### src/hdl/frp_pkg.sv
package frp_pkg;

    // Telnet command bytes.
    localparam logic [7:0] TN_IAC  = 8'd255;
    localparam logic [7:0] TN_DONT = 8'd254;
    localparam logic [7:0] TN_DO   = 8'd253;
    localparam logic [7:0] TN_WONT = 8'd252;
    localparam logic [7:0] TN_WILL = 8'd251;

    // Characters with a meaning in the reply text.
    localparam logic [7:0] CH_ZERO  = 8'h30;
    localparam logic [7:0] CH_FOUR  = 8'h34;
    localparam logic [7:0] CH_NINE  = 8'h39;
    localparam logic [7:0] CH_LF    = 8'h0A;
    localparam logic [7:0] CH_CR    = 8'h0D;
    localparam logic [7:0] CH_DASH  = 8'h2D;
    localparam logic [7:0] CH_RPAR  = 8'h29;

    // Reply codes.
    localparam logic [9:0] CODE_PASV = 10'd227;
    localparam logic [9:0] CODE_LOST = 10'd421;
    localparam logic [9:0] CODE_BYE  = 10'd221;

    // Default depth of the queue between the classifier and the parser.
    localparam int QUEUE_DEPTH = 4;

    // A classified request as it travels through the queue.
    typedef struct packed {
        logic       eos;
        logic       expect_close;
        logic [7:0] data;
        logic       is_digit;
        logic [3:0] digit_val;
        logic       is_iac;
        logic       is_lf;
        logic       is_term;
        logic       is_dash;
        logic       is_will_wont;
        logic       is_do_dont;
    } item_t;

    // One result as the parser produces it.
    typedef struct packed {
        logic       neg_send;
        logic       neg_verb;
        logic [7:0] neg_option;
        logic       pasv_valid;
        logic [7:0] pasv_byte;
        logic       pasv_last;
        logic       reply_done;
        logic [7:0] reply_lead;
        logic [9:0] reply_code;
        logic       lost_peer;
    } result_t;

endpackage

### src/hdl/frp_front.sv
module frp_front
(
    input  logic [7:0]    rx_byte,
    input  logic          end_of_stream,
    input  logic          expect_close,
    output frp_pkg::item_t item
);

    // Classify the byte on its own, with no state, so that the parser only
    // has to look at flags.
    always_comb
    begin
        item.eos          = end_of_stream;
        item.expect_close = expect_close;
        item.data         = rx_byte;
        item.is_digit     = (rx_byte >= frp_pkg::CH_ZERO) && (rx_byte <= frp_pkg::CH_NINE);
        item.digit_val    = rx_byte[3:0];
        item.is_iac       = (rx_byte == frp_pkg::TN_IAC);
        item.is_lf        = (rx_byte == frp_pkg::CH_LF);
        item.is_term      = (rx_byte == frp_pkg::CH_CR) || (rx_byte == frp_pkg::CH_RPAR);
        item.is_dash      = (rx_byte == frp_pkg::CH_DASH);
        item.is_will_wont = (rx_byte == frp_pkg::TN_WILL) || (rx_byte == frp_pkg::TN_WONT);
        item.is_do_dont   = (rx_byte == frp_pkg::TN_DO) || (rx_byte == frp_pkg::TN_DONT);
    end

endmodule

### src/hdl/frp_queue.sv
module frp_queue
#(
    parameter int Depth = frp_pkg::QUEUE_DEPTH
)
(
    input  logic           clk,
    input  logic           rst_n,
    input  logic           push,
    input  frp_pkg::item_t push_item,
    output logic           full,
    input  logic           pop,
    output logic           not_empty,
    output frp_pkg::item_t head
);

    localparam int PtrW = (Depth > 1) ? $clog2(Depth) : 1;
    localparam int CntW = $clog2(Depth + 1);
    localparam logic [PtrW-1:0] LastPtr = PtrW'(Depth - 1);
    localparam logic [CntW-1:0] FullCnt = CntW'(Depth);

    frp_pkg::item_t          slots_reg [Depth];
    logic [PtrW-1:0]         wr_ptr_reg;
    logic [PtrW-1:0]         wr_ptr_next;
    logic [PtrW-1:0]         rd_ptr_reg;
    logic [PtrW-1:0]         rd_ptr_next;
    logic [CntW-1:0]         count_reg;
    logic [CntW-1:0]         count_next;
    logic                    do_push;
    logic                    do_pop;

    assign full      = (count_reg == FullCnt);
    assign not_empty = (count_reg != '0);
    assign head      = slots_reg[rd_ptr_reg];
    assign do_push   = push && !full;
    assign do_pop    = pop && not_empty;

    // Pointer and fill count update, wrapping at the depth.
    always_comb
    begin
        wr_ptr_next = wr_ptr_reg;
        rd_ptr_next = rd_ptr_reg;
        count_next  = count_reg;
        if (do_push)
        begin
            wr_ptr_next = (wr_ptr_reg == LastPtr) ? '0 : wr_ptr_reg + 1'b1;
        end
        if (do_pop)
        begin
            rd_ptr_next = (rd_ptr_reg == LastPtr) ? '0 : rd_ptr_reg + 1'b1;
        end
        if (do_push && !do_pop)
        begin
            count_next = count_reg + 1'b1;
        end
        else if (do_pop && !do_push)
        begin
            count_next = count_reg - 1'b1;
        end
    end

    always_ff @(posedge clk or negedge rst_n)
    begin
        if (!rst_n)
        begin
            wr_ptr_reg <= '0;
            rd_ptr_reg <= '0;
            count_reg  <= '0;
        end
        else
        begin
            wr_ptr_reg <= wr_ptr_next;
            rd_ptr_reg <= rd_ptr_next;
            count_reg  <= count_next;
        end
    end

    // Storage needs no reset: the fill count says what is valid.
    always_ff @(posedge clk)
    begin
        if (do_push)
        begin
            slots_reg[wr_ptr_reg] <= push_item;
        end
    end

endmodule

### src/hdl/frp_back.sv
module frp_back
(
    input  logic             clk,
    input  logic             rst_n,
    input  logic             avail,
    input  frp_pkg::item_t   item,
    output logic             take,
    output logic             result_valid,
    input  logic             result_stall,
    output frp_pkg::result_t result
);

    typedef enum logic [1:0]
    {
        TN_NONE   = 2'd0,
        TN_AFTER  = 2'd1,
        TN_OPTION = 2'd2
    } tn_state_t;

    typedef enum logic [1:0]
    {
        PV_IDLE   = 2'd0,
        PV_SAW    = 2'd1,
        PV_STREAM = 2'd2,
        PV_DONE   = 2'd3
    } pv_state_t;

    tn_state_t        tn_reg;
    tn_state_t        tn_next;
    pv_state_t        pv_reg;
    pv_state_t        pv_next;
    logic             wont_reg;
    logic             wont_next;
    logic [2:0]       line_pos_reg;
    logic [2:0]       line_pos_next;
    logic [9:0]       line_code_reg;
    logic [9:0]       line_code_next;
    logic [9:0]       first_code_reg;
    logic [9:0]       first_code_next;
    logic             cont_reg;
    logic             cont_next;
    logic [7:0]       lead_reg;
    logic [7:0]       lead_next;
    logic             out_valid_reg;
    logic             out_valid_next;
    frp_pkg::result_t out_reg;
    frp_pkg::result_t out_next;
    logic [9:0]       code_times_ten;
    logic [2:0]       pos_inc;

    // A new request is taken whenever the output register is free or emptying.
    assign take         = avail && (!out_valid_reg || !result_stall);
    assign result_valid = out_valid_reg;
    assign result       = out_reg;

    assign code_times_ten = {line_code_reg[6:0], 3'b000} + {line_code_reg[8:0], 1'b0};
    assign pos_inc        = (line_pos_reg < 3'd5) ? line_pos_reg + 3'd1 : 3'd5;

    // Per-request state update and result.
    always_comb
    begin
        tn_next         = tn_reg;
        pv_next         = pv_reg;
        wont_next       = wont_reg;
        line_pos_next   = line_pos_reg;
        line_code_next  = line_code_reg;
        first_code_next = first_code_reg;
        cont_next       = cont_reg;
        lead_next       = lead_reg;
        out_next        = '0;
        out_valid_next  = out_valid_reg && result_stall;

        if (take)
        begin
            out_valid_next = 1'b1;
            if (item.eos)
            begin
                // Connection closed: report and return to reset.
                out_next.reply_done = 1'b1;
                if (item.expect_close)
                begin
                    out_next.reply_lead = frp_pkg::CH_ZERO;
                    out_next.reply_code = frp_pkg::CODE_BYE;
                end
                else
                begin
                    out_next.reply_lead = frp_pkg::CH_FOUR;
                    out_next.reply_code = frp_pkg::CODE_LOST;
                    out_next.lost_peer  = 1'b1;
                end
                tn_next         = TN_NONE;
                pv_next         = PV_IDLE;
                wont_next       = 1'b0;
                line_pos_next   = '0;
                line_code_next  = '0;
                first_code_next = '0;
                cont_next       = 1'b0;
                lead_next       = '0;
            end
            else
            begin
                unique case (tn_reg)
                    TN_AFTER:
                    begin
                        // Command byte after IAC.
                        if (item.is_will_wont)
                        begin
                            wont_next = 1'b0;
                            tn_next   = TN_OPTION;
                        end
                        else if (item.is_do_dont)
                        begin
                            wont_next = 1'b1;
                            tn_next   = TN_OPTION;
                        end
                        else
                        begin
                            tn_next = TN_NONE;
                        end
                    end
                    TN_OPTION:
                    begin
                        // Option byte: refuse it.
                        out_next.neg_send   = 1'b1;
                        out_next.neg_verb   = wont_reg;
                        out_next.neg_option = item.data;
                        tn_next             = TN_NONE;
                    end
                    default:
                    begin
                        tn_next = TN_NONE;
                        if (item.is_iac)
                        begin
                            tn_next = TN_AFTER;
                        end
                        else if (item.is_lf)
                        begin
                            if (cont_reg && (line_code_reg != first_code_reg))
                            begin
                                // A continuation line ends; the reply goes on.
                                if (first_code_reg == '0)
                                begin
                                    first_code_next = line_code_reg;
                                end
                            end
                            else
                            begin
                                out_next.reply_done = 1'b1;
                                out_next.reply_lead = lead_reg;
                                out_next.reply_code = line_code_reg;
                                out_next.lost_peer  = (line_code_reg == frp_pkg::CODE_LOST)
                                                   || (first_code_reg == frp_pkg::CODE_LOST);
                                first_code_next = '0;
                                cont_next       = 1'b0;
                                pv_next         = PV_IDLE;
                            end
                            line_pos_next  = '0;
                            line_code_next = '0;
                            lead_next      = '0;
                        end
                        else
                        begin
                            // Ordinary text byte.
                            line_pos_next = pos_inc;
                            if ((pos_inc < 3'd4) && item.is_digit)
                            begin
                                line_code_next = code_times_ten + {6'd0, item.digit_val};
                            end
                            if ((pv_reg == PV_IDLE) && (line_code_next == frp_pkg::CODE_PASV))
                            begin
                                pv_next = PV_SAW;
                            end
                            if ((pos_inc > 3'd4) && (pv_next == PV_SAW) && item.is_digit)
                            begin
                                pv_next = PV_STREAM;
                            end
                            if (pv_next == PV_STREAM)
                            begin
                                if (!item.is_term)
                                begin
                                    out_next.pasv_valid = 1'b1;
                                    out_next.pasv_byte  = item.data;
                                end
                                else
                                begin
                                    out_next.pasv_last = 1'b1;
                                    pv_next            = PV_DONE;
                                end
                            end
                            if ((pos_inc == 3'd4) && item.is_dash)
                            begin
                                if (cont_reg)
                                begin
                                    line_code_next = '0;
                                end
                                cont_next = 1'b1;
                            end
                            if (lead_reg == '0)
                            begin
                                lead_next = item.data;
                            end
                        end
                    end
                endcase
            end
        end
        else
        begin
            out_next = out_reg;
        end
    end

    always_ff @(posedge clk or negedge rst_n)
    begin
        if (!rst_n)
        begin
            tn_reg         <= TN_NONE;
            pv_reg         <= PV_IDLE;
            wont_reg       <= 1'b0;
            line_pos_reg   <= '0;
            line_code_reg  <= '0;
            first_code_reg <= '0;
            cont_reg       <= 1'b0;
            lead_reg       <= '0;
            out_valid_reg  <= 1'b0;
            out_reg        <= '0;
        end
        else
        begin
            tn_reg         <= tn_next;
            pv_reg         <= pv_next;
            wont_reg       <= wont_next;
            line_pos_reg   <= line_pos_next;
            line_code_reg  <= line_code_next;
            first_code_reg <= first_code_next;
            cont_reg       <= cont_next;
            lead_reg       <= lead_next;
            out_valid_reg  <= out_valid_next;
            out_reg        <= out_next;
        end
    end

endmodule

### src/hdl/ftp_reply_parser.sv
// A request passes through the queue and then the result register, and
// each request ahead of it in the queue delays its result further.
// Throughput: one request per cycle while the result is not stalled.
// The queue holds QueueDepth requests behind the result register, so input
// stall rises only once a stalled result has QueueDepth requests waiting.
// Reset (rst_n low, asynchronous) clears parser state, queue and result.
module ftp_reply_parser
#(
    parameter int QueueDepth = frp_pkg::QUEUE_DEPTH
)
(
    input  logic       clk,
    input  logic       rst_n,
    input  logic       item_valid,
    output logic       item_stall,
    input  logic [7:0] rx_byte,
    input  logic       end_of_stream,
    input  logic       expect_close,
    output logic       result_valid,
    input  logic       result_stall,
    output logic       neg_send,
    output logic       neg_verb,
    output logic [7:0] neg_option,
    output logic       pasv_valid,
    output logic [7:0] pasv_byte,
    output logic       pasv_last,
    output logic       reply_done,
    output logic [7:0] reply_lead,
    output logic [9:0] reply_code,
    output logic       lost_peer
);

    frp_pkg::item_t   classified;
    frp_pkg::item_t   head;
    frp_pkg::result_t result;
    logic             q_full;
    logic             q_not_empty;
    logic             take;

    // Front: classify each byte.
    frp_front u_front
    (
        .rx_byte       (rx_byte),
        .end_of_stream (end_of_stream),
        .expect_close  (expect_close),
        .item          (classified)
    );

    // Queue between classifier and parser.
    frp_queue #(.Depth(QueueDepth)) u_queue
    (
        .clk       (clk),
        .rst_n     (rst_n),
        .push      (item_valid),
        .push_item (classified),
        .full      (q_full),
        .pop       (take),
        .not_empty (q_not_empty),
        .head      (head)
    );

    assign item_stall = q_full;

    // Back: reply parsing and result register.
    frp_back u_back
    (
        .clk          (clk),
        .rst_n        (rst_n),
        .avail        (q_not_empty),
        .item         (head),
        .take         (take),
        .result_valid (result_valid),
        .result_stall (result_stall),
        .result       (result)
    );

    assign neg_send   = result.neg_send;
    assign neg_verb   = result.neg_verb;
    assign neg_option = result.neg_option;
    assign pasv_valid = result.pasv_valid;
    assign pasv_byte  = result.pasv_byte;
    assign pasv_last  = result.pasv_last;
    assign reply_done = result.reply_done;
    assign reply_lead = result.reply_lead;
    assign reply_code = result.reply_code;
    assign lost_peer  = result.lost_peer;

endmodule

### config.mk
export PLATFORM = sky130hd
export DESIGN_NAME = ftp_reply_parser
export DESIGN_NICKNAME = d
export VERILOG_FILES = /design/src/hdl/frp_pkg.sv /design/src/hdl/frp_front.sv /design/src/hdl/frp_queue.sv /design/src/hdl/frp_back.sv /design/src/hdl/ftp_reply_parser.sv
export SDC_FILE = /design/constraint.sdc
export NUM_CORES = 1
export LEC_CHECK = 0
export BUFFER_PORTS_ARGS = -buffer_cell sky130_fd_sc_hd__buf_2
export CAP_MARGIN = 20
export CELL_PAD_IN_SITES_DETAIL_PLACEMENT = 2
export CELL_PAD_IN_SITES_GLOBAL_PLACEMENT = 2
export CORE_ASPECT_RATIO = 1.5
export CORE_MARGIN = 2
export CORE_UTILIZATION = 45
export DETAILED_ROUTE_END_ITERATION = 12
export GPL_ROUTABILITY_DRIVEN = 0
export PLACE_DENSITY_LB_ADDON = 0.05
export SYNTH_ARGS = -nofsm -noshare
export SYNTH_HDL_FRONTEND = slang
export SYNTH_SLANG_ARGS = --single-unit
### constraint.sdc
create_clock -name clk -period 6 [get_ports clk]
set_input_delay 0.9 -clock clk [delete_from_list [all_inputs] [get_ports clk]]
set_output_delay 0.9 -clock clk [all_outputs]
set_load 0.02 [all_outputs]
# --- Word level (Yosys, flattened, before mapping) ---
# Memories as Yosys holds them, arrays and structs flattened.
# Index checks and enable logic that the tools add are counted.
totals:
  register_bits: 85
  inputBits: 14
  word_cells: 182
  ramBits: 84
  memories: 1
memory_table:
  columns: ["memory", "words", "width", "read_ports", "rd_clocked_by_memory_dff", "wr", "line", "rtl"]
  rows:
  - ["u_queue.slots_reg", 4, 21, 1, 0, 1, "frp_queue.sv:21", "frp_pkg::item_t slots_reg [Depth];"]
classes:
  n_lt_le_gt_ge: 5
  add_sub_neg: 7
  eq_ne: 25
  reduce_logical: 40
  n_mux: 82
ops:
  columns: ["cell", "count"]
  rows:
  - ["$mux 10", 21]
  - ["$mux 20", 4]
  - ["$mux 30", 2]
  - ["$mux 2", 24]
  - ["$eq 8x8->1 const B", 5]
  - ["$mux 8", 5]
  - ["$mux 3", 7]
  - ["$eq 10x9->1 const B", 2]
  - ["$eq 8x4->1 const B", 2]
  - ["$eq 8x6->1 const B", 2]
  - ["$mux 1", 16]
  - ["$logic_and 1x1->1", 13]
  - ["$mux 13", 1]
  - ["$reduce_bool 3->1", 4]
  - ["$add 10x10->10", 1]
  - ["$add 10x4->10", 1]
  - ["$eq 10x8->1 const B", 1]
  - ["$logic_not 10->1", 1]
  - ["$ne 10x10->1", 1]
  - ["$reduce_and 5->1", 2]
  - ["$mux 9", 1]
  - ["$eq 2x2->1 const B", 4]
  - ["$ge 8x6->1 const B", 1]
  - ["$le 8x6->1 const B", 1]
  - ["18 further kinds", 37]

# --- Depth between registers and ports, before layout ---
depth:
  depth_word: 33
  mapped_depth: 15

# --- Modules after synthesis ---
# A second synthesis with hierarchy kept.
hier_totals:
  hier_cells: 576
  area_unflattened_um2: 7786.2
by_module_without_submodules:
  columns: ["mod", "area_each_um2", "seq_area_each_um2", "cells_per_inst", "n_inst"]
  rows:
  - ["frp_back", 4023.9, 1951.9, 394, 1]
  - ["frp_queue", 3520.9, 2697.6, 147, 1]
  - ["frp_front", 241.5, 0.0, 35, 1]

# --- Worst setup path after synthesis ---
# OpenSTA, ideal clock, no wires.
synth_path:
  kind: "register to register"
  from: "register u_queue.rd_ptr_reg[0]"
  to: "register u_back.out_reg, in the netlist u_back.result[20]"
  stages_incl_launch_ff: 16
  setup_ns: 0.122
  t_arrival_ns: 3.762
  period_less_slack_ns: 3.883
  setup_slack_ns: 2.117
  path_cell_list: "dfrtp_1 -> buf_6 -> buf_2 -> mux4_2 -> inv_1 -> fa_1 -> inv_1 -> ha_1 -> a211oi_1 -> o211ai_1 -> a21oi_1 -> nor3b_1 -> o31a_1 -> a22o_1 -> buf_2 -> a32o_1"
synth_via:
  elab_chain_cells: 31
  word_cells_on_any_way: 33
  classes_between: "add/sub: 1; eq/ne: 3; mux: 24; reduce/logical: 4; memory: 1"
synth_lines:
  columns: ["element", "line", "rtl"]
  rows:
  - ["start: declaration", "frp_queue.sv:24", "logic [PtrW-1:0] rd_ptr_reg;"]
  - ["start signal: assignment", "frp_queue.sv:72", "rd_ptr_reg <= rd_ptr_next;"]
  - ["$mem_v2 4x21 *", null, null]
  - ["$add 10x4->10 / $logic_and 1x1->1 (equally long branches)", "frp_back.sv:167, frp_back.sv:165", null]
  - ["$mux 10", "frp_back.sv:165", "if ((pos_inc < 3'd4) && item.is_digit)"]
  - ["$mux 10", "frp_back.sv:136", "else if (item.is_lf)"]
  - ["$mux 10", "frp_back.sv:132", "if (item.is_iac)"]
  - ["$mux 10", "frp_back.sv:102", "unique case (tn_reg)"]
  - ["$mux 10", "frp_back.sv:76", "if (item.eos)"]
  - ["$mux 10", "frp_back.sv:73", "if (take)"]
  - ["[... 15 more ...]", null, null]
  - ["$mux 2", "frp_back.sv:76", null]
  - ["$mux 2", "frp_back.sv:73", null]
  - ["$eq 2x2->1", "frp_back.sv:177", "if (pv_next == PV_STREAM)"]
  - ["$mux 10", "frp_back.sv:177", null]
  - ["$mux 10", "frp_back.sv:136", null]
  - ["$mux 30", "frp_back.sv:132", null]
  - ["$mux 30", "frp_back.sv:102", null]
  - ["$mux 20 *", "frp_back.sv:76", null]
  - ["end signal: assignment", "frp_back.sv:239", "out_reg <= out_next;"]
  - ["end: declaration", "frp_back.sv:46", "frp_pkg::result_t out_reg;"]
# Mark *: on every way between the ends. The rest lies on a longest branch, timed or not. The select of a mux whose other input is x is not followed.
# A chain may end at the register's enable or synchronous reset.

# --- Final worst setup path ---
layout_path:
  from: "register u_queue.rd_ptr_reg[0]"
  to: "register u_back.out_reg, in the netlist u_back.result[21]"
# Same word-level chain as after synthesis.

==> flow_summary.json <==
{
  "antenna_found_initial": 0,
  "ant_nets": 0,
  "ys.flop_type": "dfrtp_1",
  "clk_latency_ns": 0.43,
  "finalCritPeriodShare": 0.720,
  "drive_gt1_frac": 0.195,
  "clock_sinks": 153,
  "reg2reg_from": "u_queue.rd_ptr_reg[0]$_DFFE_PN0P_",
  "die_width_um": 105,
  "synth_fp_nets": 580,
  "core_mm2": 0.0151,
  "layout.nets": 638,
  "wire_per_inst_um": 23.9,
  "syn2layout_area_growth_pct": 15.6,
  "synth_edf_count": 68,
  "clockBufferDepth": 2,
  "die_h_um": 156,
  "seq_area_frac_synth": 0.602,
  "numPortBuffers": 55,
  "grt_overflow": 0,
  "clk_pin_slew_ns": 0.07,
  "hold_viol": 0,
  "drv_slew": 0,
  "place_area_mm2": 0.00739,
  "holdBufCountCts": 0,
  "drtIter0Drc": 166,
  "root_buffer": "clkbuf_16",
  "yosys-top-cells-area": "dfrtp_1, edfxtp_1, mux4_2",
  "antennaDiodeCount": 0,
  "cp-end-kind": "register",
  "dp_hpwl_mm": 13.3,
  "die-area_mm2": 0.0164,
  "post_cts_buffers": 0,
  "cap_violations": 0,
  "status": "complete, no violations",
  "tightest_slew_ns": 1.05,
  "grtUsageTotal": 0.255,
  "fin_crit_ns": 4.32,
  "power.density_mw_per_mm2": 466,
  "synth_warnings": 0,
  "cts_buffers": 17,
  "htreeDepth": 4,
  "synthDistinctLibCells": 57,
  "row_count": 55,
  "post_cts_resized": 0,
  "syn_inst": 540,
  "grt_pass1_vias": 5396,
  "crit_fanout": 10,
  "rsz0062_at_grt": "no",
  "io_pins": 56,
  "p_leak_nw": 3.35,
  "worstReg2RegEnd": "u_back.result[21]$_DFFE_PN0P_",
  "via_count": 4689,
  "syn_avg_cell_area_um2": 12.8,
  "yosysTopAreaCell": "dfrtp_1",
  "synth_seq_cells": 153,
  "final.setup.tns_ns": 0,
  "skew_ns": 0.00751,
  "post-route-drc-count": 0,
  "avgViaCountPerCell": 5.79,
  "ff2ff_setup_slack_ns": 1.68,
  "ir_drop_mv": 0.350,
  "dr.pass1.iters": 4,
  "drt_wl_total_mm": 19.3,
  "cp-start-kind": "register",
  "final.fill_count": 1431,
  "hp-class": "in2async",
  "largest_reg_flops": 68,
  "endpoint": "u_back.result[21]$_DFFE_PN0P_",
  "crit_required_ns": 6.37,
  "synthArstFlopShare": 0.556,
  "reg2regPathDepth": 11,
  "yosys.area.top_type_share": 0.307,
  "syn_area_mm2": 0.00693,
  "timing.slew.headroom": 0.296,
  "grt_pass1_wl_mm": 31.3,
  "cts_tree": "done",
  "critPathLaunch": "u_queue.rd_ptr_reg[0]$_DFFE_PN0P_",
  "initial_core_util": 0.460,
  "setup_violations": 0,
  "grt_max_degree": 45,
  "max_freq_ghz": 0.232,
  "fin_area_mm2": 0.00801,
  "critPathKind": "reg2reg",
  "cp.arrival_ns": 4.68
}
worst max-delay path: stages, from the launching register on:
cell and delay [ns]:
dfrtp_1 0.70, mux4_2 0.62, inv_1 0.11, fa_1 0.43
fa_1 0.50, xor2_1 0.25, o2111ai_1 0.19, a211oi_1 0.32
a41o_1 0.22, o31a_1 0.21, a22o_1 0.42, a32o_1 0.26
final cells by class:
cell class              count  area (um2)  share of cell area
clock inverters            15         190              0.0237
multi-input cells         337        2550               0.318
well taps                 199         249              0.0311
inverters                  28         105              0.0131
clock buffers              17         425              0.0531
repair buffers             61         323              0.0403
flip-flops and latches    153        4170               0.521
cells in the mapped netlist, drive strengths merged (2+ instances only):
| library cell | number |
|---|---|
| ha | 23 |
| nand2b | 4 |
| nor4b | 3 |
| and2 | 4 |
| and3b | 2 |
| a21o | 3 |
| o31a | 2 |
| nor3b | 6 |
| inv | 28 |
| nand2 | 46 |
| nand3 | 14 |
| dfrtp | 85 |
| o21a | 3 |
| and3 | 4 |
| o211ai | 3 |
| nor2b | 6 |
| a211oi | 2 |
| a22o | 27 |
| o2111ai | 2 |
| nor3 | 11 |
| and4 | 2 |
| a21oi | 24 |
| xor2 | 9 |
| buf | 10 |
| fa | 3 |
| mux4 | 17 |
| a32o | 10 |
| xnor2 | 11 |
| clkbuf | 12 |
| nand4 | 5 |
| edfxtp | 68 |
| o21ai | 43 |
| nor2 | 30 |
| or4 | 2 |
cell families (layout without fill, tap and decap cells):
logic type                 after synthesis  in the layout  share of synthesized area
DFF                                    153            153                      0.602
and+or+nand+nor                        146            146                      0.111
AOI/OAI and AO/OA                      127            127                      0.124
buffers and inverters                   50            121                     0.0304
adders and majority gates               26             26                     0.0502
xor gates and xnor gates                20             20                     0.0253
muxes                                   18             18                     0.0569
how the worst min path moves through the flow:
stage	start	endpoint	slack [ns]
CTS	rst_n	u_back.first_code_reg[6]$_DFFE_PN0P_	0.47
detailed placement	u_back.result[10]$_DFFE_PN0P_	u_back.result[10]$_DFFE_PN0P_	0.46
global route	rst_n	u_back.first_code_reg[6]$_DFFE_PN0P_	0.48
floorplan	u_queue.count_reg[2]$_DFFE_PN0P_	u_queue.count_reg[2]$_DFFE_PN0P_	0.46
global placement	u_back.result[10]$_DFFE_PN0P_	u_back.result[10]$_DFFE_PN0P_	0.45
finish	rst_n	u_back.first_code_reg[6]$_DFFE_PN0P_	0.45
per-stage QoR:
stage               hold slack, ns  total power, mW   util  cells  worst slack [ns]
CTS                          0.468             3.77  0.531    810              1.65
detailed placement           0.459             2.62  0.490    778              1.81
global placement             0.450             2.55  0.490    777              1.93
floorplan                    0.456             2.22      -    540              2.12
finish                       0.450             3.73  0.531    810              1.68
global route                 0.483             3.93  0.531    810              1.44
power by group:
part	switching, mW	internal, mW	total [mW]
Sequential	0.148	1.32	1.47
Combinational	0.749	0.401	1.15
Clock	0.506	0.606	1.11
layout by cell type, fill, tap and decap left out, types with 5 or more instances in the layout:
cell,instances
buf_4,7
xnor2_1,11
inv_8,6
nand4_1,5
edfxtp_1,68
a21oi_1,24
buf_2,54
a32o_1,10
ha_1,23
nor3b_1,6
clkbuf_16,17
xor2_1,9
nand2_1,46
a22o_1,27
dfrtp_1,85
nor3_1,9
o21ai_0,41
nor2b_1,6
mux4_2,17
nand3_1,14
nor2_1,28
inv_1,27
layer usage:
metal	vias up	GRT usage	share of wire	routed length [um]
li1	2131	-	-	-
met1	2447	0.280	0.38	7260
met2	78	0.483	0.57	11100
met3	33	0.0338	0.022	420
met4	0	0.117	0.030	589
met5	-	0	0	0
Power figures use the tool's default switching activity.
